<file path="src/rtl/ax25_header_parser_unit_macros.svh">
// Assertion macros for the AX.25 header parser RTL.
`ifndef AX25_HEADER_PARSER_UNIT_MACROS_SVH
`define AX25_HEADER_PARSER_UNIT_MACROS_SVH

`ifndef SYNTH

// Same-cycle implication, checked at every rising edge outside reset.
`define AHP_ASSERT_SAME(label, clk, rst_n, ante, cons) \
    label: assert property (@(posedge clk) disable iff (!(rst_n)) (ante) |-> (cons)) \
        else $error("ahp assertion failed");

// Next-cycle implication, checked at every rising edge outside reset.
`define AHP_ASSERT_NEXT(label, clk, rst_n, ante, cons) \
    label: assert property (@(posedge clk) disable iff (!(rst_n)) (ante) |=> (cons)) \
        else $error("ahp assertion failed");

`else

`define AHP_ASSERT_SAME(label, clk, rst_n, ante, cons)
`define AHP_ASSERT_NEXT(label, clk, rst_n, ante, cons)

`endif

`endif

</file>
<file path="src/rtl/ahp_pkg.sv">
// Shared types and constants of the AX.25 header parser.
`timescale 1ns / 1ps
`default_nettype none

package ahp_pkg;

    // Result record kinds
    localparam logic [1:0] KIND_ADDR    = 2'd0;
    localparam logic [1:0] KIND_PAYLOAD = 2'd1;
    localparam logic [1:0] KIND_END     = 2'd2;

    // Frame end status codes
    localparam logic [2:0] STATUS_OK             = 3'd0;
    localparam logic [2:0] STATUS_SHORT          = 3'd1;
    localparam logic [2:0] STATUS_BAD_ADDR       = 3'd2;
    localparam logic [2:0] STATUS_TOO_MANY_DIGIS = 3'd3;
    localparam logic [2:0] STATUS_UNTERMINATED   = 3'd4;
    localparam logic [2:0] STATUS_MISSING_PID    = 3'd5;

    // Header field constants
    localparam int         CALL_CHARS      = 6;
    localparam logic [3:0] MIN_FRAME_BYTES = 4'd14;
    localparam logic [6:0] CHAR_SPACE      = 7'h20;
    localparam logic [7:0] SSID_FIXED_MASK = 8'h60;
    localparam logic [7:0] UI_MASK         = 8'hEF;
    localparam logic [7:0] UI_CONTROL      = 8'h03;

    // Command queue between parser front and record emitter
    localparam int QUEUE_DEPTH = 4;
    localparam int QPTR_W      = $clog2(QUEUE_DEPTH);
    localparam int QCNT_W      = $clog2(QUEUE_DEPTH + 1);

    // One parsed byte: an optional address/payload record and an optional end record
    typedef struct packed {
        logic        rec_valid;
        logic [1:0]  rec_kind;
        logic [47:0] callsign;
        logic [2:0]  call_length;
        logic [3:0]  ssid;
        logic        repeated;
        logic [3:0]  address_index;
        logic [7:0]  payload_byte;
        logic        end_valid;
        logic [7:0]  control_field;
        logic [7:0]  pid_field;
        logic        pid_present;
        logic [2:0]  status;
    } rec_cmd_t;

endpackage

`default_nettype wire

</file>
<file path="src/rtl/ax25_header_parser_unit.sv">
// Top level of the streaming AX.25 frame header parser.
//
//  Channel | Direction | Ports                     | Transaction
//  --------+-----------+---------------------------+----------------------------------------
//  s_      | in        | s_valid/s_ready + fields  | one frame byte, end_of_frame on last
//  m_      | out       | m_valid/m_ready + fields  | address, payload or frame end record
//
//  Takes one byte per cycle while the command queue has room; the front parser updates
//  its header state as each byte is accepted. A record passes through the command queue
//  into the output register. The last byte of a frame may give two records, emitted one
//  after the other by the back end; the four-entry command queue absorbs that and short
//  output stalls. s_ready drops only while the command queue is full.
//  aresetn is synchronous and active low; it clears parse state, queue and output valid.
`timescale 1ns / 1ps
`default_nettype none
`include "ax25_header_parser_unit_macros.svh"

module ax25_header_parser_unit #(
    parameter int MAX_DIGIS = 8
) (
    input  wire logic        aclk,
    input  wire logic        aresetn,

    // frame byte channel
    input  wire logic        s_valid,
    output logic             s_ready,
    input  wire logic [7:0]  s_frame_byte,
    input  wire logic        s_end_of_frame,

    // record channel
    output logic             m_valid,
    input  wire logic        m_ready,
    output logic [1:0]       m_record_kind,
    output logic [47:0]      m_callsign,
    output logic [2:0]       m_call_length,
    output logic [3:0]       m_ssid,
    output logic             m_repeated,
    output logic [3:0]       m_address_index,
    output logic [7:0]       m_payload_byte,
    output logic [7:0]       m_control_field,
    output logic [7:0]       m_pid_field,
    output logic             m_pid_present,
    output logic [2:0]       m_status,
    output logic             m_last_of_run
);

    // Highest address index that can ever be emitted: destination, source, digis
    localparam logic [3:0] MAX_INDEX = 4'(MAX_DIGIS + 1);

    logic              q_ready;
    logic              q_valid;
    logic              push;
    logic              pop;
    ahp_pkg::rec_cmd_t push_cmd;
    ahp_pkg::rec_cmd_t head_cmd;

    // Front: accept each byte, classify it and build at most one command per byte
    ahp_front #(
        .MAX_DIGIS (MAX_DIGIS)
    ) u_front (
        .aclk           (aclk),
        .aresetn        (aresetn),
        .s_valid        (s_valid),
        .s_ready        (s_ready),
        .s_frame_byte   (s_frame_byte),
        .s_end_of_frame (s_end_of_frame),
        .q_ready        (q_ready),
        .push           (push),
        .push_cmd       (push_cmd)
    );

    // Queue: decouple the byte rate from result back-pressure
    ahp_queue u_queue (
        .aclk     (aclk),
        .aresetn  (aresetn),
        .push     (push),
        .push_cmd (push_cmd),
        .q_ready  (q_ready),
        .q_valid  (q_valid),
        .head_cmd (head_cmd),
        .pop      (pop)
    );

    // Back: split each command into one or two result transactions
    ahp_back u_back (
        .aclk            (aclk),
        .aresetn         (aresetn),
        .q_valid         (q_valid),
        .head_cmd        (head_cmd),
        .pop             (pop),
        .m_valid         (m_valid),
        .m_ready         (m_ready),
        .m_record_kind   (m_record_kind),
        .m_callsign      (m_callsign),
        .m_call_length   (m_call_length),
        .m_ssid          (m_ssid),
        .m_repeated      (m_repeated),
        .m_address_index (m_address_index),
        .m_payload_byte  (m_payload_byte),
        .m_control_field (m_control_field),
        .m_pid_field     (m_pid_field),
        .m_pid_present   (m_pid_present),
        .m_status        (m_status),
        .m_last_of_run   (m_last_of_run)
    );

    // A frame end record always closes the run of its byte
    `AHP_ASSERT_SAME(a_end_is_last, aclk, aresetn, m_valid && (m_record_kind == ahp_pkg::KIND_END), m_last_of_run)

    // The digipeater limit bounds the address index
    `AHP_ASSERT_SAME(a_index_bound, aclk, aresetn, m_valid && (m_record_kind == ahp_pkg::KIND_ADDR), m_address_index <= MAX_INDEX)

    // Never pop an empty queue
    `AHP_ASSERT_SAME(a_pop_nonempty, aclk, aresetn, pop, q_valid)

    // The owed frame end record follows right after its companion record
    `AHP_ASSERT_NEXT(a_run_continues, aclk, aresetn, m_valid && m_ready && !m_last_of_run, m_valid && (m_record_kind == ahp_pkg::KIND_END))

endmodule

`default_nettype wire

</file>
<file path="src/rtl/ahp_front.sv">
// Parser front: accepts frame bytes, tracks header state, builds record commands.
`timescale 1ns / 1ps
`default_nettype none

module ahp_front #(
    parameter int MAX_DIGIS = 8
) (
    input  wire logic              aclk,
    input  wire logic              aresetn,
    input  wire logic              s_valid,
    output logic                   s_ready,
    input  wire logic [7:0]        s_frame_byte,
    input  wire logic              s_end_of_frame,
    input  wire logic              q_ready,
    output logic                   push,
    output ahp_pkg::rec_cmd_t      push_cmd
);

    localparam logic [2:0] ST_ADDR    = 3'd0;
    localparam logic [2:0] ST_CONTROL = 3'd1;
    localparam logic [2:0] ST_PID     = 3'd2;
    localparam logic [2:0] ST_PAYLOAD = 3'd3;
    localparam logic [2:0] ST_SINK    = 3'd4;

    localparam logic [3:0] DIGI_LIMIT = 4'(MAX_DIGIS + 2);

    logic [2:0]  stage_reg, stage_next;
    logic [2:0]  byte_in_addr_reg, byte_in_addr_next;
    logic [3:0]  addr_count_reg, addr_count_next;
    logic        padding_reg, padding_next;
    logic [47:0] char_store_reg, char_store_next;
    logic [2:0]  char_count_reg, char_count_next;
    logic [3:0]  bytes_seen_reg, bytes_seen_next;
    logic [2:0]  first_error_reg, first_error_next;
    logic [7:0]  control_reg, control_next;
    logic        pid_flag_reg, pid_flag_next;
    logic [7:0]  pid_reg, pid_next;
    logic        addr_bad_reg, addr_bad_next;

    logic              accept;
    logic [6:0]        ch;
    logic              is_alnum;
    logic              ssid_bad;
    logic [2:0]        end_status;
    ahp_pkg::rec_cmd_t cmd;

    assign s_ready  = q_ready;
    assign accept   = s_valid && s_ready;
    assign ch       = s_frame_byte[7:1];
    assign is_alnum = (ch >= 7'h41 && ch <= 7'h5A) || (ch >= 7'h30 && ch <= 7'h39);
    assign ssid_bad = addr_bad_reg || (char_count_reg == 3'd0) ||
                      ((s_frame_byte & ahp_pkg::SSID_FIXED_MASK) != ahp_pkg::SSID_FIXED_MASK);

    always_comb begin
        stage_next        = stage_reg;
        byte_in_addr_next = byte_in_addr_reg;
        addr_count_next   = addr_count_reg;
        padding_next      = padding_reg;
        char_store_next   = char_store_reg;
        char_count_next   = char_count_reg;
        first_error_next  = first_error_reg;
        control_next      = control_reg;
        pid_flag_next     = pid_flag_reg;
        pid_next          = pid_reg;
        addr_bad_next     = addr_bad_reg;
        cmd               = '0;
        end_status        = ahp_pkg::STATUS_OK;

        bytes_seen_next = (bytes_seen_reg < ahp_pkg::MIN_FRAME_BYTES) ?
                          bytes_seen_reg + 4'd1 : bytes_seen_reg;

        unique case (stage_reg)
            ST_ADDR: begin
                if (byte_in_addr_reg < 3'd6) begin
                    // callsign character byte
                    if (s_frame_byte[0]) begin
                        addr_bad_next = 1'b1;
                    end else if (ch == ahp_pkg::CHAR_SPACE) begin
                        padding_next = 1'b1;
                    end else if (padding_reg || !is_alnum) begin
                        addr_bad_next = 1'b1;
                    end else if (char_count_reg < 3'd6) begin
                        for (int i = 0; i < ahp_pkg::CALL_CHARS; i++) begin
                            if (char_count_reg == 3'(i)) begin
                                char_store_next[i*8 +: 8] = {1'b0, ch};
                            end
                        end
                        char_count_next = char_count_reg + 3'd1;
                    end
                    byte_in_addr_next = byte_in_addr_reg + 3'd1;
                end else begin
                    // SSID byte closes the address
                    if (ssid_bad || (addr_count_reg == 4'd0 && s_frame_byte[0])) begin
                        if (first_error_reg == ahp_pkg::STATUS_OK) begin
                            first_error_next = ahp_pkg::STATUS_BAD_ADDR;
                        end
                        stage_next = ST_SINK;
                    end else begin
                        cmd.rec_valid     = 1'b1;
                        cmd.rec_kind      = ahp_pkg::KIND_ADDR;
                        cmd.callsign      = char_store_reg;
                        cmd.call_length   = char_count_reg;
                        cmd.ssid          = s_frame_byte[4:1];
                        cmd.repeated      = s_frame_byte[7];
                        cmd.address_index = addr_count_reg;
                        addr_count_next   = addr_count_reg + 4'd1;
                        if (s_frame_byte[0]) begin
                            stage_next = ST_CONTROL;
                        end else if (addr_count_next >= DIGI_LIMIT) begin
                            if (first_error_reg == ahp_pkg::STATUS_OK) begin
                                first_error_next = ahp_pkg::STATUS_TOO_MANY_DIGIS;
                            end
                            stage_next = ST_SINK;
                        end
                    end
                    byte_in_addr_next = 3'd0;
                    padding_next      = 1'b0;
                    char_store_next   = '0;
                    char_count_next   = 3'd0;
                    addr_bad_next     = 1'b0;
                end
            end
            ST_CONTROL: begin
                control_next  = s_frame_byte;
                pid_flag_next = !s_frame_byte[0] ||
                                ((s_frame_byte & ahp_pkg::UI_MASK) == ahp_pkg::UI_CONTROL);
                stage_next    = pid_flag_next ? ST_PID : ST_PAYLOAD;
            end
            ST_PID: begin
                pid_next   = s_frame_byte;
                stage_next = ST_PAYLOAD;
            end
            ST_PAYLOAD: begin
                cmd.rec_valid    = 1'b1;
                cmd.rec_kind     = ahp_pkg::KIND_PAYLOAD;
                cmd.payload_byte = s_frame_byte;
            end
            default: begin
                // drop bytes until the frame ends
            end
        endcase

        priority if (bytes_seen_next < ahp_pkg::MIN_FRAME_BYTES) begin
            end_status = ahp_pkg::STATUS_SHORT;
        end else if (first_error_next != ahp_pkg::STATUS_OK) begin
            end_status = first_error_next;
        end else if (stage_next == ST_ADDR) begin
            end_status = ahp_pkg::STATUS_UNTERMINATED;
        end else if (stage_next == ST_CONTROL) begin
            end_status = ahp_pkg::STATUS_SHORT;
        end else if (stage_next == ST_PID) begin
            end_status = ahp_pkg::STATUS_MISSING_PID;
        end else begin
            end_status = ahp_pkg::STATUS_OK;
        end

        if (s_end_of_frame) begin
            cmd.end_valid     = 1'b1;
            cmd.control_field = control_next;
            cmd.pid_field     = pid_next;
            cmd.pid_present   = pid_flag_next;
            cmd.status        = end_status;

            stage_next        = ST_ADDR;
            byte_in_addr_next = 3'd0;
            addr_count_next   = 4'd0;
            padding_next      = 1'b0;
            char_store_next   = '0;
            char_count_next   = 3'd0;
            bytes_seen_next   = 4'd0;
            first_error_next  = ahp_pkg::STATUS_OK;
            control_next      = 8'd0;
            pid_flag_next     = 1'b0;
            pid_next          = 8'd0;
            addr_bad_next     = 1'b0;
        end
    end

    assign push     = accept && (cmd.rec_valid || cmd.end_valid);
    assign push_cmd = cmd;

    always_ff @(posedge aclk) begin
        if (!aresetn) begin
            stage_reg        <= ST_ADDR;
            byte_in_addr_reg <= 3'd0;
            addr_count_reg   <= 4'd0;
            padding_reg      <= 1'b0;
            char_store_reg   <= '0;
            char_count_reg   <= 3'd0;
            bytes_seen_reg   <= 4'd0;
            first_error_reg  <= ahp_pkg::STATUS_OK;
            control_reg      <= 8'd0;
            pid_flag_reg     <= 1'b0;
            pid_reg          <= 8'd0;
            addr_bad_reg     <= 1'b0;
        end else if (accept) begin
            stage_reg        <= stage_next;
            byte_in_addr_reg <= byte_in_addr_next;
            addr_count_reg   <= addr_count_next;
            padding_reg      <= padding_next;
            char_store_reg   <= char_store_next;
            char_count_reg   <= char_count_next;
            bytes_seen_reg   <= bytes_seen_next;
            first_error_reg  <= first_error_next;
            control_reg      <= control_next;
            pid_flag_reg     <= pid_flag_next;
            pid_reg          <= pid_next;
            addr_bad_reg     <= addr_bad_next;
        end
    end

endmodule

`default_nettype wire

</file>
<file path="src/rtl/ahp_queue.sv">
// Short command queue between the parser front and the record emitter.
`timescale 1ns / 1ps
`default_nettype none

module ahp_queue (
    input  wire logic              aclk,
    input  wire logic              aresetn,
    input  wire logic              push,
    input  wire ahp_pkg::rec_cmd_t push_cmd,
    output logic                   q_ready,
    output logic                   q_valid,
    output ahp_pkg::rec_cmd_t      head_cmd,
    input  wire logic              pop
);

    ahp_pkg::rec_cmd_t               mem_reg [ahp_pkg::QUEUE_DEPTH];
    logic [ahp_pkg::QPTR_W-1:0]      wr_ptr_reg, wr_ptr_next;
    logic [ahp_pkg::QPTR_W-1:0]      rd_ptr_reg, rd_ptr_next;
    logic [ahp_pkg::QCNT_W-1:0]      count_reg, count_next;

    assign q_ready  = (count_reg != ahp_pkg::QCNT_W'(ahp_pkg::QUEUE_DEPTH));
    assign q_valid  = (count_reg != '0);
    assign head_cmd = mem_reg[rd_ptr_reg];

    always_comb begin
        wr_ptr_next = push ? wr_ptr_reg + ahp_pkg::QPTR_W'(1) : wr_ptr_reg;
        rd_ptr_next = pop  ? rd_ptr_reg + ahp_pkg::QPTR_W'(1) : rd_ptr_reg;
        count_next  = count_reg;
        if (push && !pop) begin
            count_next = count_reg + ahp_pkg::QCNT_W'(1);
        end else if (pop && !push) begin
            count_next = count_reg - ahp_pkg::QCNT_W'(1);
        end
    end

    always_ff @(posedge aclk) begin
        if (push) begin
            mem_reg[wr_ptr_reg] <= push_cmd;
        end
    end

    always_ff @(posedge aclk) begin
        if (!aresetn) begin
            wr_ptr_reg <= '0;
            rd_ptr_reg <= '0;
            count_reg  <= '0;
        end else begin
            wr_ptr_reg <= wr_ptr_next;
            rd_ptr_reg <= rd_ptr_next;
            count_reg  <= count_next;
        end
    end

endmodule

`default_nettype wire

</file>
<file path="src/rtl/ahp_back.sv">
// Record emitter: unpacks queued commands into result transactions.
`timescale 1ns / 1ps
`default_nettype none

module ahp_back (
    input  wire logic              aclk,
    input  wire logic              aresetn,
    input  wire logic              q_valid,
    input  wire ahp_pkg::rec_cmd_t head_cmd,
    output logic                   pop,
    output logic                   m_valid,
    input  wire logic              m_ready,
    output logic [1:0]             m_record_kind,
    output logic [47:0]            m_callsign,
    output logic [2:0]             m_call_length,
    output logic [3:0]             m_ssid,
    output logic                   m_repeated,
    output logic [3:0]             m_address_index,
    output logic [7:0]             m_payload_byte,
    output logic [7:0]             m_control_field,
    output logic [7:0]             m_pid_field,
    output logic                   m_pid_present,
    output logic [2:0]             m_status,
    output logic                   m_last_of_run
);

    logic        valid_reg, valid_next;
    logic        phase_reg, phase_next;   // 1: record sent, end record still owed
    logic        out_free;
    logic        load;
    logic        send_rec;

    logic [1:0]  kind_reg;
    logic [47:0] callsign_reg;
    logic [2:0]  call_length_reg;
    logic [3:0]  ssid_reg;
    logic        repeated_reg;
    logic [3:0]  address_index_reg;
    logic [7:0]  payload_byte_reg;
    logic [7:0]  control_reg;
    logic [7:0]  pid_reg;
    logic        pid_present_reg;
    logic [2:0]  status_reg;
    logic        last_reg;

    assign out_free = !valid_reg || m_ready;
    assign load     = out_free && q_valid;
    assign send_rec = !phase_reg && head_cmd.rec_valid;

    always_comb begin
        valid_next = valid_reg;
        phase_next = phase_reg;
        pop        = 1'b0;
        if (load) begin
            valid_next = 1'b1;
            if (send_rec && head_cmd.end_valid) begin
                phase_next = 1'b1;
            end else begin
                phase_next = 1'b0;
                pop        = 1'b1;
            end
        end else if (out_free) begin
            valid_next = 1'b0;
        end
    end

    always_ff @(posedge aclk) begin
        if (!aresetn) begin
            valid_reg <= 1'b0;
            phase_reg <= 1'b0;
        end else begin
            valid_reg <= valid_next;
            phase_reg <= phase_next;
        end
    end

    always_ff @(posedge aclk) begin
        if (load) begin
            if (send_rec) begin
                kind_reg          <= head_cmd.rec_kind;
                callsign_reg      <= head_cmd.callsign;
                call_length_reg   <= head_cmd.call_length;
                ssid_reg          <= head_cmd.ssid;
                repeated_reg      <= head_cmd.repeated;
                address_index_reg <= head_cmd.address_index;
                payload_byte_reg  <= head_cmd.payload_byte;
                control_reg       <= 8'd0;
                pid_reg           <= 8'd0;
                pid_present_reg   <= 1'b0;
                status_reg        <= ahp_pkg::STATUS_OK;
                last_reg          <= !head_cmd.end_valid;
            end else begin
                kind_reg          <= ahp_pkg::KIND_END;
                callsign_reg      <= '0;
                call_length_reg   <= 3'd0;
                ssid_reg          <= 4'd0;
                repeated_reg      <= 1'b0;
                address_index_reg <= 4'd0;
                payload_byte_reg  <= 8'd0;
                control_reg       <= head_cmd.control_field;
                pid_reg           <= head_cmd.pid_field;
                pid_present_reg   <= head_cmd.pid_present;
                status_reg        <= head_cmd.status;
                last_reg          <= 1'b1;
            end
        end
    end

    assign m_valid         = valid_reg;
    assign m_record_kind   = kind_reg;
    assign m_callsign      = callsign_reg;
    assign m_call_length   = call_length_reg;
    assign m_ssid          = ssid_reg;
    assign m_repeated      = repeated_reg;
    assign m_address_index = address_index_reg;
    assign m_payload_byte  = payload_byte_reg;
    assign m_control_field = control_reg;
    assign m_pid_field     = pid_reg;
    assign m_pid_present   = pid_present_reg;
    assign m_status        = status_reg;
    assign m_last_of_run   = last_reg;

endmodule

`default_nettype wire
</file>
<file path="config.mk">
export PLATFORM = sky130hd
export DESIGN_NAME = ax25_header_parser_unit
export DESIGN_NICKNAME = d
export VERILOG_FILES = /design/src/rtl/ahp_pkg.sv /design/src/rtl/ax25_header_parser_unit.sv /design/src/rtl/ahp_front.sv /design/src/rtl/ahp_queue.sv /design/src/rtl/ahp_back.sv
export VERILOG_INCLUDE_DIRS = /design/src /design/src/rtl
export SDC_FILE = /design/constraint.sdc
export NUM_CORES = 1
export LEC_CHECK = 0
export ABC_AREA = 1
export CELL_PAD_IN_SITES_DETAIL_PLACEMENT = 0
export CELL_PAD_IN_SITES_GLOBAL_PLACEMENT = 1
export CORE_MARGIN = 2
export CORE_UTILIZATION = 40
export CTS_CLUSTER_SIZE = 14
export DETAILED_ROUTE_END_ITERATION = 16
export DONT_BUFFER_PORTS = 1
export PLACE_DENSITY = 0.73
export SKIP_CTS_REPAIR_TIMING = 1
export SLEW_MARGIN = 0
export SYNTH_ARGS = -nofsm -noshare
export SYNTH_HDL_FRONTEND = slang
export SYNTH_HIERARCHICAL = 1
export SYNTH_SLANG_ARGS = --single-unit
</file>
<file path="constraint.sdc">
create_clock -name aclk -period 4.9 [get_ports aclk]
set_input_delay 0.735 -clock aclk [delete_from_list [all_inputs] [get_ports aclk]]
set_output_delay 0.735 -clock aclk [all_outputs]
set_load 0.02 [all_outputs]
</file>
After elaboration in Yosys (flattened, before gate mapping) --
Memory sizes are Yosys's and may differ from the RTL's. A register that Yosys moved wholly into a read port is not among the register bits. Cells that the tools add are included.
Storage, ports and cells: bits in registers 187, memory bits (writable) 368, input port bits 13, output and inout bits 93, word-level logic and storage cells 210, memories 1
Cells by class: add/subtract/negate cells 8, magnitude comparators 9, eq/ne operators 29, muxes and demuxes 83, reductions and logical operators 46
Memory list:
- u_queue.mem_reg | words 4, width 92, rd ports 1, clocked after Yosys merged registers in 1, wr ports 1, line ahp_queue.sv:16 | ahp_pkg::rec_cmd_t mem_reg [ahp_pkg::QUEUE_DEPTH];
Operator list (count):
- $mux W48 | 7
- $mux W63 | 2
- $mux W3 | 30
- $mux W8 | 11
- $mux W60 | 1
- $reduce_and A7 Y1 | 6
- $ne A3 B3 Y1 const B | 12
- $mux W4 | 6
- $mux W1 | 21
- $mux W21 | 1
- $eq A3 B2 Y1 const B | 5
- $logic_not A3 Y1 | 4
- $reduce_and A4 Y1 | 3
- $logic_and A1 B1 Y1 | 10
- $add A3 B1 Y3 const B | 3
- $eq A3 B1 Y1 const B | 3
- $pmux W3 S3 | 1
- $add A4 B1 Y4 const B | 2
- $logic_or A1 B1 Y1 | 8
- $lt A4 B4 Y1 const B | 2
- $ne A4 B4 Y1 const B | 2
- $eq A7 B2 Y1 const B | 1
- $eq A7 B6 Y1 const B | 1
- $ge A7 B6 Y1 const B | 1
- 17 further kinds | 32

Logic depth before layout (Yosys ltp) --
depth after elaboration 20, gate-level depth with buffers 19, mapped depth without buffers 18

By module --
Netlist, hierarchy kept.
Modules (own cells, without submodules):
- ahp_queue | times used 1, cells each 948, area each 14077.3 sq um, sequential area each 11230.8 sq um
- ahp_front | times used 1, cells each 697, area each 4483.0 sq um, sequential area each 1621.6 sq um
- ahp_back | times used 1, cells each 296, area each 3565.9 sq um, sequential area each 2772.7 sq um

Least setup slack after synthesis --
OpenSTA, ideal clock, no wires.
kind register to register, start point register u_front.char_count_reg[1], end point memory u_queue/mem_reg[0][0] (netlist name), enable pin, library setup time 0.446 ns, data arrival time 3.558 ns, required time 4.454 ns, path slack 0.896 ns, cell stages (with the launch flop) 11, buffers on the path 1, clock period less this slack 4.004 ns, cell sequence dfxtp_1 > inv_1 > ha_1 > nand2_1 > nand3_1 > nor2_1 > inv_1 > buf_2 > a31oi_1 > nand2_1 > inv_1
Between the ends: longest elaborated chain between the ends 11
RTL lines:
- from (decl) | line ahp_front.sv:32 | logic [2:0] char_count_reg, char_count_next;
- from (signal assigned) | line ahp_front.sv:202 | char_count_reg <= char_count_next;
- $logic_not A3 Y1 | line ahp_front.sv:51 | assign ssid_bad = addr_bad_reg || (char_count_reg == 3'd0) ||
- $logic_or A1 B1 Y1 (2 in a row) | line ahp_front.sv:51
- $logic_or A1 B1 Y1 | line ahp_front.sv:93 | if (ssid_bad || (addr_count_reg == 4'd0 && s_frame_byte[0])) begin
- $mux W63 | line ahp_front.sv:93
- $mux W63 | line ahp_front.sv:74 | if (byte_in_addr_reg < 3'd6) begin
- $pmux W3 S2 | line ahp_front.sv:72 | unique case (stage_reg)
- $logic_or A1 B1 Y1 | line ahp_front.sv:179 | assign push = accept && (cmd.rec_valid || cmd.end_valid);
- $logic_and A1 B1 Y1 | line ahp_front.sv:179
- net push | line ax25_header_parser_unit.sv:52 | logic push;
- $mux W1 | line ahp_queue.sv:37 | if (push) begin
- $mux W1 (not written as such) | line ahp_queue.sv:38 | mem_reg[wr_ptr_reg] <= push_cmd;
- to (decl) | line ahp_queue.sv:16
The timed path passes the listed nets, and every way through them passes these cells.

Worst setup path in the final report --
start point register u_front.char_count_reg[1], end point memory u_queue/mem_reg[0][35] (netlist name), enable pin
The elaborated chain is that of the path after synthesis.

==> report_table.html <==
<table>
<tr><th>Metric</th><th>Value</th></tr>
<tr><th colspan="2">Clock network</th></tr>
<tr><td>Maximum number of buffers from clock root to sink</td><td>3</td></tr>
<tr><td>Clock-pin slew reported for the worst setup and hold paths after clock tree synthesis</td><td>0.06 ns</td></tr>
<tr><td>CTS tree</td><td>yes</td></tr>
<tr><td>CTS HTree Levels</td><td>2</td></tr>
<tr><td>Number of CTS-inserted buffers</td><td>55</td></tr>
<tr><td>Later-pin clock latency in the skew report</td><td>0.61 ns</td></tr>
<tr><td>CTS root buf</td><td>sky130_fd_sc_hd__clkbuf_16</td></tr>
<tr><td>Sinks on the clock net</td><td>551</td></tr>
<tr><th colspan="2">Logic synthesis</th></tr>
<tr><td>Warnings, synthesis</td><td>6</td></tr>
<tr><td>Unique masters post-synth</td><td>between 40 and 50</td></tr>
<tr><td>Post-Syn Instances</td><td>approximately 1.9k</td></tr>
<tr><td>Post-synth EDFFs</td><td>459</td></tr>
<tr><td>Largest family of logic cells by synthesized area</td><td>simple AND/OR/NAND/NOR gates</td></tr>
<tr><td>Sequential-to-total area share from yosys stat</td><td>0.706</td></tr>
<tr><td>Adder-cell share of the synthesized area</td><td>0.00939</td></tr>
<tr><td>Area fraction in compound gates after synthesis</td><td>0.101</td></tr>
<tr><td>Number of synthesized register bits</td><td>551</td></tr>
<tr><td>FFs w/ async S/R, synth</td><td>0</td></tr>
<tr><td>Fraction of synthesized cell area in xor and xnor cells</td><td>0</td></tr>
<tr><td>Synth Cell Area</td><td>22100 um2</td></tr>
<tr><td>Share of synthesized area spent on multiplexers</td><td>0</td></tr>
<tr><td>Synth Area in Simple Gates</td><td>0.118</td></tr>
<tr><td>Mean Syn Cell Area</td><td>11.4 um2</td></tr>
<tr><td>Most frequently used flop master after synthesis</td><td>sky130_fd_sc_hd__edfxtp_1</td></tr>
<tr><th colspan="2">Setup path</th></tr>
<tr><td>First element of the critical path</td><td>u_front/char_count_reg[1]</td></tr>
<tr><td>Worst Setup End Kind</td><td>flip-flop</td></tr>
<tr><td>Maximum net fanout on the critical path</td><td>between 50 and 60</td></tr>
<tr><td>CP startpoint kind</td><td>flip-flop</td></tr>
<tr><td>Path type of the worst setup path</td><td>flip-flop to flip-flop</td></tr>
<tr><td>Req. time, crit path</td><td>5.19 ns</td></tr>
<tr><td>Source of the worst register-to-register timing path</td><td>u_front/char_count_reg[1]</td></tr>
<tr><td>Endpoint arrival time on the critical path</td><td>4.21 ns</td></tr>
<tr><td>Register-to-register path setup slack</td><td>0.98 ns</td></tr>
<tr><th colspan="2">Routing</th></tr>
<tr><td>Initial DRT Pass Iterations</td><td>5</td></tr>
<tr><td>ANT nets after route</td><td>0</td></tr>
<tr><td>Length of routed met3 wiring</td><td>2660 um</td></tr>
<tr><td>Number of vias after detailed routing</td><td>13.7k</td></tr>
<tr><td>Highest Signal Layer</td><td>met4</td></tr>
<tr><td>Met2 wire length</td><td>23100 um</td></tr>
<tr><td>Routed WL</td><td>49700 um</td></tr>
<tr><td>Starting DRT DRC Count</td><td>1253</td></tr>
<tr><td>Remaining DRCs</td><td>0</td></tr>
<tr><td>Met1 Routed Length</td><td>22900 um</td></tr>
<tr><td>WL per Instance</td><td>approximately 19 um</td></tr>
<tr><td>Number of vias per cell after detailed routing</td><td>5.13</td></tr>
<tr><th colspan="2">Global routing</th></tr>
<tr><td>GR Overflow Total</td><td>0</td></tr>
<tr><td>Number of antenna violations at the first check in global routing</td><td>0</td></tr>
<tr><td>Largest net degree at the start of global routing</td><td>101</td></tr>
<tr><td>Global-route wire length before repair</td><td>78100 um</td></tr>
<tr><td>Overall Global Routing Usage</td><td>0.176</td></tr>
<tr><td>Via count of the first global-routing pass</td><td>13.3k</td></tr>
<tr><th colspan="2">Floorplanning</th></tr>
<tr><td>Number of placement rows</td><td>86</td></tr>
<tr><td>Width of the chip</td><td>239 um</td></tr>
<tr><td>Starting utilization of the core area</td><td>0.403</td></tr>
<tr><td>Die height</td><td>239 um</td></tr>
<tr><td>Die footprint</td><td>between 50000 and 60000 um2</td></tr>
<tr><td>Core region area</td><td>54900 um2</td></tr>
<tr><td>Top-level port count</td><td>106</td></tr>
<tr><th colspan="2">Outcome</th></tr>
<tr><td>Status</td><td>finished clean</td></tr>
<tr><th colspan="2">Power and ir drop</th></tr>
<tr><td>Static power due to leakage</td><td>8.59 nW</td></tr>
<tr><td>Combinational share of power</td><td>0.191</td></tr>
<tr><td>Clock power share</td><td>0.312</td></tr>
<tr><td>Worst vdd ir</td><td>around 0.30 mV</td></tr>
<tr><td>Reported net switching power</td><td>4.45 mW</td></tr>
<tr><td>Fraction of power consumed by sequential logic</td><td>0.498</td></tr>
<tr><td>Design Power</td><td>13.5 mW</td></tr>
<tr><td>Internal power component</td><td>9.04 mW</td></tr>
<tr><td>Power per Cell Area</td><td>552 nW/um2</td></tr>
<tr><td>Proportion of total power due to net switching</td><td>0.330</td></tr>
<tr><th colspan="2">STA</th></tr>
<tr><td>Clock skew</td><td>between 0.02 and 0.03 ns</td></tr>
<tr><td>Final critical-path share of the clock period</td><td>0.800</td></tr>
<tr><td>Unrepaired setup endpoints after global routing</td><td>no</td></tr>
<tr><td>Fin Setup TNS</td><td>0 ns</td></tr>
<tr><td>Peak Freq</td><td>255 MHz</td></tr>
<tr><td>Pins over their slew limit</td><td>0</td></tr>
<tr><td>Setup violators final</td><td>0</td></tr>
<tr><td>Total count of hold-check failures in the final report</td><td>0</td></tr>
<tr><td>Worst Tran Pin Value</td><td>1.05 ns</td></tr>
<tr><td>Post-layout minimum cycle time</td><td>3.92 ns</td></tr>
<tr><td>Max-slew headroom at the worst pin</td><td>0.297</td></tr>
<tr><th colspan="2">Place</th></tr>
<tr><td>Sum of net half-perimeters after detailed placement</td><td>between 20000 and 30000 um</td></tr>
<tr><td>RD Place Congestion</td><td>0.805</td></tr>
<tr><td>Cell area after placement</td><td>22600 um2</td></tr>
<tr><td>PortBufs</td><td>0</td></tr>
<tr><th colspan="2">Worst hold path</th></tr>
<tr><td>Hold WC Path Type</td><td>input pin to flip-flop</td></tr>
<tr><td>Startpoint of the tightest hold check path</td><td>s_end_of_frame</td></tr>
<tr><th colspan="2">Final layout</th></tr>
<tr><td>Flip-flop count of the largest register, all copies and words added</td><td>368</td></tr>
<tr><td>Final core occ</td><td>0.445</td></tr>
<tr><td>Commonest cells after routing, fill and taps aside</td><td>459 x sky130_fd_sc_hd__edfxtp_1, 431 x sky130_fd_sc_hd__nor2_1, 198 x sky130_fd_sc_hd__inv_1</td></tr>
<tr><td>Most frequent standard cell in the layout excluding fill and tap cells</td><td>sky130_fd_sc_hd__edfxtp_1</td></tr>
<tr><td>Layout-stage area growth over the synthesis result</td><td>10.5%</td></tr>
<tr><td>Final net count</td><td>1949</td></tr>
<tr><td>Final instance area</td><td>24400 um2</td></tr>
<tr><td>Antenna Cells</td><td>0</td></tr>
<tr><td>Fraction of layout instances using a drive strength above 1</td><td>0.0708</td></tr>
<tr><td>Fill cell count</td><td>5005</td></tr>
<tr><th colspan="2">Run</th></tr>
<tr><td>Max-Cap Viols</td><td>0</td></tr>
</table>
-- per-stage QoR --
stage	hold slack (ns)	setup WS, ns	instances
after floorplan	0.412	0.896	1947
after global placement	0.410	1.15	2567
after detailed placement	0.422	0.975	2567
after CTS	0.190	0.971	2668
after global routing	0.199	0.622	2668
final	0.224	0.981	2668
-- kinds of logic (layout without fill, tap and decap cells) --
logic type                 count (synthesis)  in the layout
DFF                                      551            551
buffers and inverters                    320            337
and+or+nand+nor                          646            646
adders and majority gates                 16             16
other                                      1              7
AOI/OAI and AO/OA                        407            407
-- cell usage after synthesis, types with 2 or more instances --
master / n / area (um2)
sky130_fd_sc_hd__a211oi_1: 2 / 15.0
sky130_fd_sc_hd__nor2_2: 3 / 18.8
sky130_fd_sc_hd__a21oi_1: 60 / 300
sky130_fd_sc_hd__nand3_4: 3 / 52.6
sky130_fd_sc_hd__nand2_1: 152 / 571
sky130_fd_sc_hd__nand2_4: 2 / 22.5
sky130_fd_sc_hd__inv_2: 8 / 30.0
sky130_fd_sc_hd__clkinv_1: 3 / 11.3
sky130_fd_sc_hd__nand4_1: 4 / 25.0
sky130_fd_sc_hd__a2bb2oi_1: 8 / 70.1
sky130_fd_sc_hd__buf_2: 20 / 100
sky130_fd_sc_hd__edfxtp_1: 459 / 13800
sky130_fd_sc_hd__o31ai_1: 2 / 15.0
sky130_fd_sc_hd__inv_1: 205 / 769
sky130_fd_sc_hd__o21ai_1: 70 / 350
sky130_fd_sc_hd__clkbuf_2: 4 / 20.0
sky130_fd_sc_hd__clkbuf_1: 36 / 135
sky130_fd_sc_hd__a31oi_1: 2 / 12.5
sky130_fd_sc_hd__o22ai_1: 101 / 632
sky130_fd_sc_hd__ha_1: 15 / 188
sky130_fd_sc_hd__buf_4: 22 / 165
sky130_fd_sc_hd__nor2_1: 431 / 1620
sky130_fd_sc_hd__nor3_1: 6 / 30.0
sky130_fd_sc_hd__dfxtp_1: 92 / 1840
sky130_fd_sc_hd__nand3_1: 33 / 165
sky130_fd_sc_hd__or2_2: 2 / 12.5
sky130_fd_sc_hd__buf_6: 17 / 191
sky130_fd_sc_hd__nand2_2: 4 / 25.0
sky130_fd_sc_hd__nor4_4: 2 / 42.5
sky130_fd_sc_hd__buf_1: 4 / 15.0
sky130_fd_sc_hd__o21ai_0: 156 / 781
-- critical path: stages (launching register included) --
cell and delay [ns]:
sky130_fd_sc_hd__dfxtp_1 0.53, sky130_fd_sc_hd__inv_1 0.18, sky130_fd_sc_hd__ha_1 0.23, sky130_fd_sc_hd__nand2_1 0.14
sky130_fd_sc_hd__nand3_1 0.16, sky130_fd_sc_hd__nor2_1 0.18, sky130_fd_sc_hd__inv_2 0.38, sky130_fd_sc_hd__a31oi_1 0.62
sky130_fd_sc_hd__nand2_1 0.20, sky130_fd_sc_hd__inv_4 0.58, sky130_fd_sc_hd__buf_4 0.32
-- worst paths after layout --
path,to,depth (start not counted)
min reg2reg,flip-flop,1
max,u_queue/mem_reg[0][35],10
max reg2reg,u_queue/mem_reg[0][35],10
min,u_queue/mem_reg[2][20],0
-- power by group through the flow --
stage	registers (mW)	logic [mW]	clock network (mW)
floorplan	6.69	2.01	0
global placement	6.83	2.58	0
detailed placement	6.83	2.63	0
CTS	6.74	2.65	4.30
global route	6.79	2.95	4.49
finish	6.71	2.57	4.20
-- cell type report --
| type | instances | area, um2 | area share |
|---|---|---|---|
| Sequential cell | 551 | 15600 | 0.640 |
| Multi-Input combinational cell | 1076 | 5080 | 0.208 |
| Clock buffer | 71 | 1520 | 0.0621 |
| Tap cell | 704 | 881 | 0.0360 |
| Inverter | 217 | 832 | 0.0340 |
| Clock inverter | 30 | 293 | 0.0120 |
| Timing Repair Buffer | 19 | 205 | 0.00840 |
-- per-layer routing --
layer  track usage  up-vias
met1         0.250     6672
met2         0.283      364
li1              -     6586
met3        0.0263       72
met4        0.0502        0
met5             0        -
Note: power is estimated with default switching activity, not from simulation.
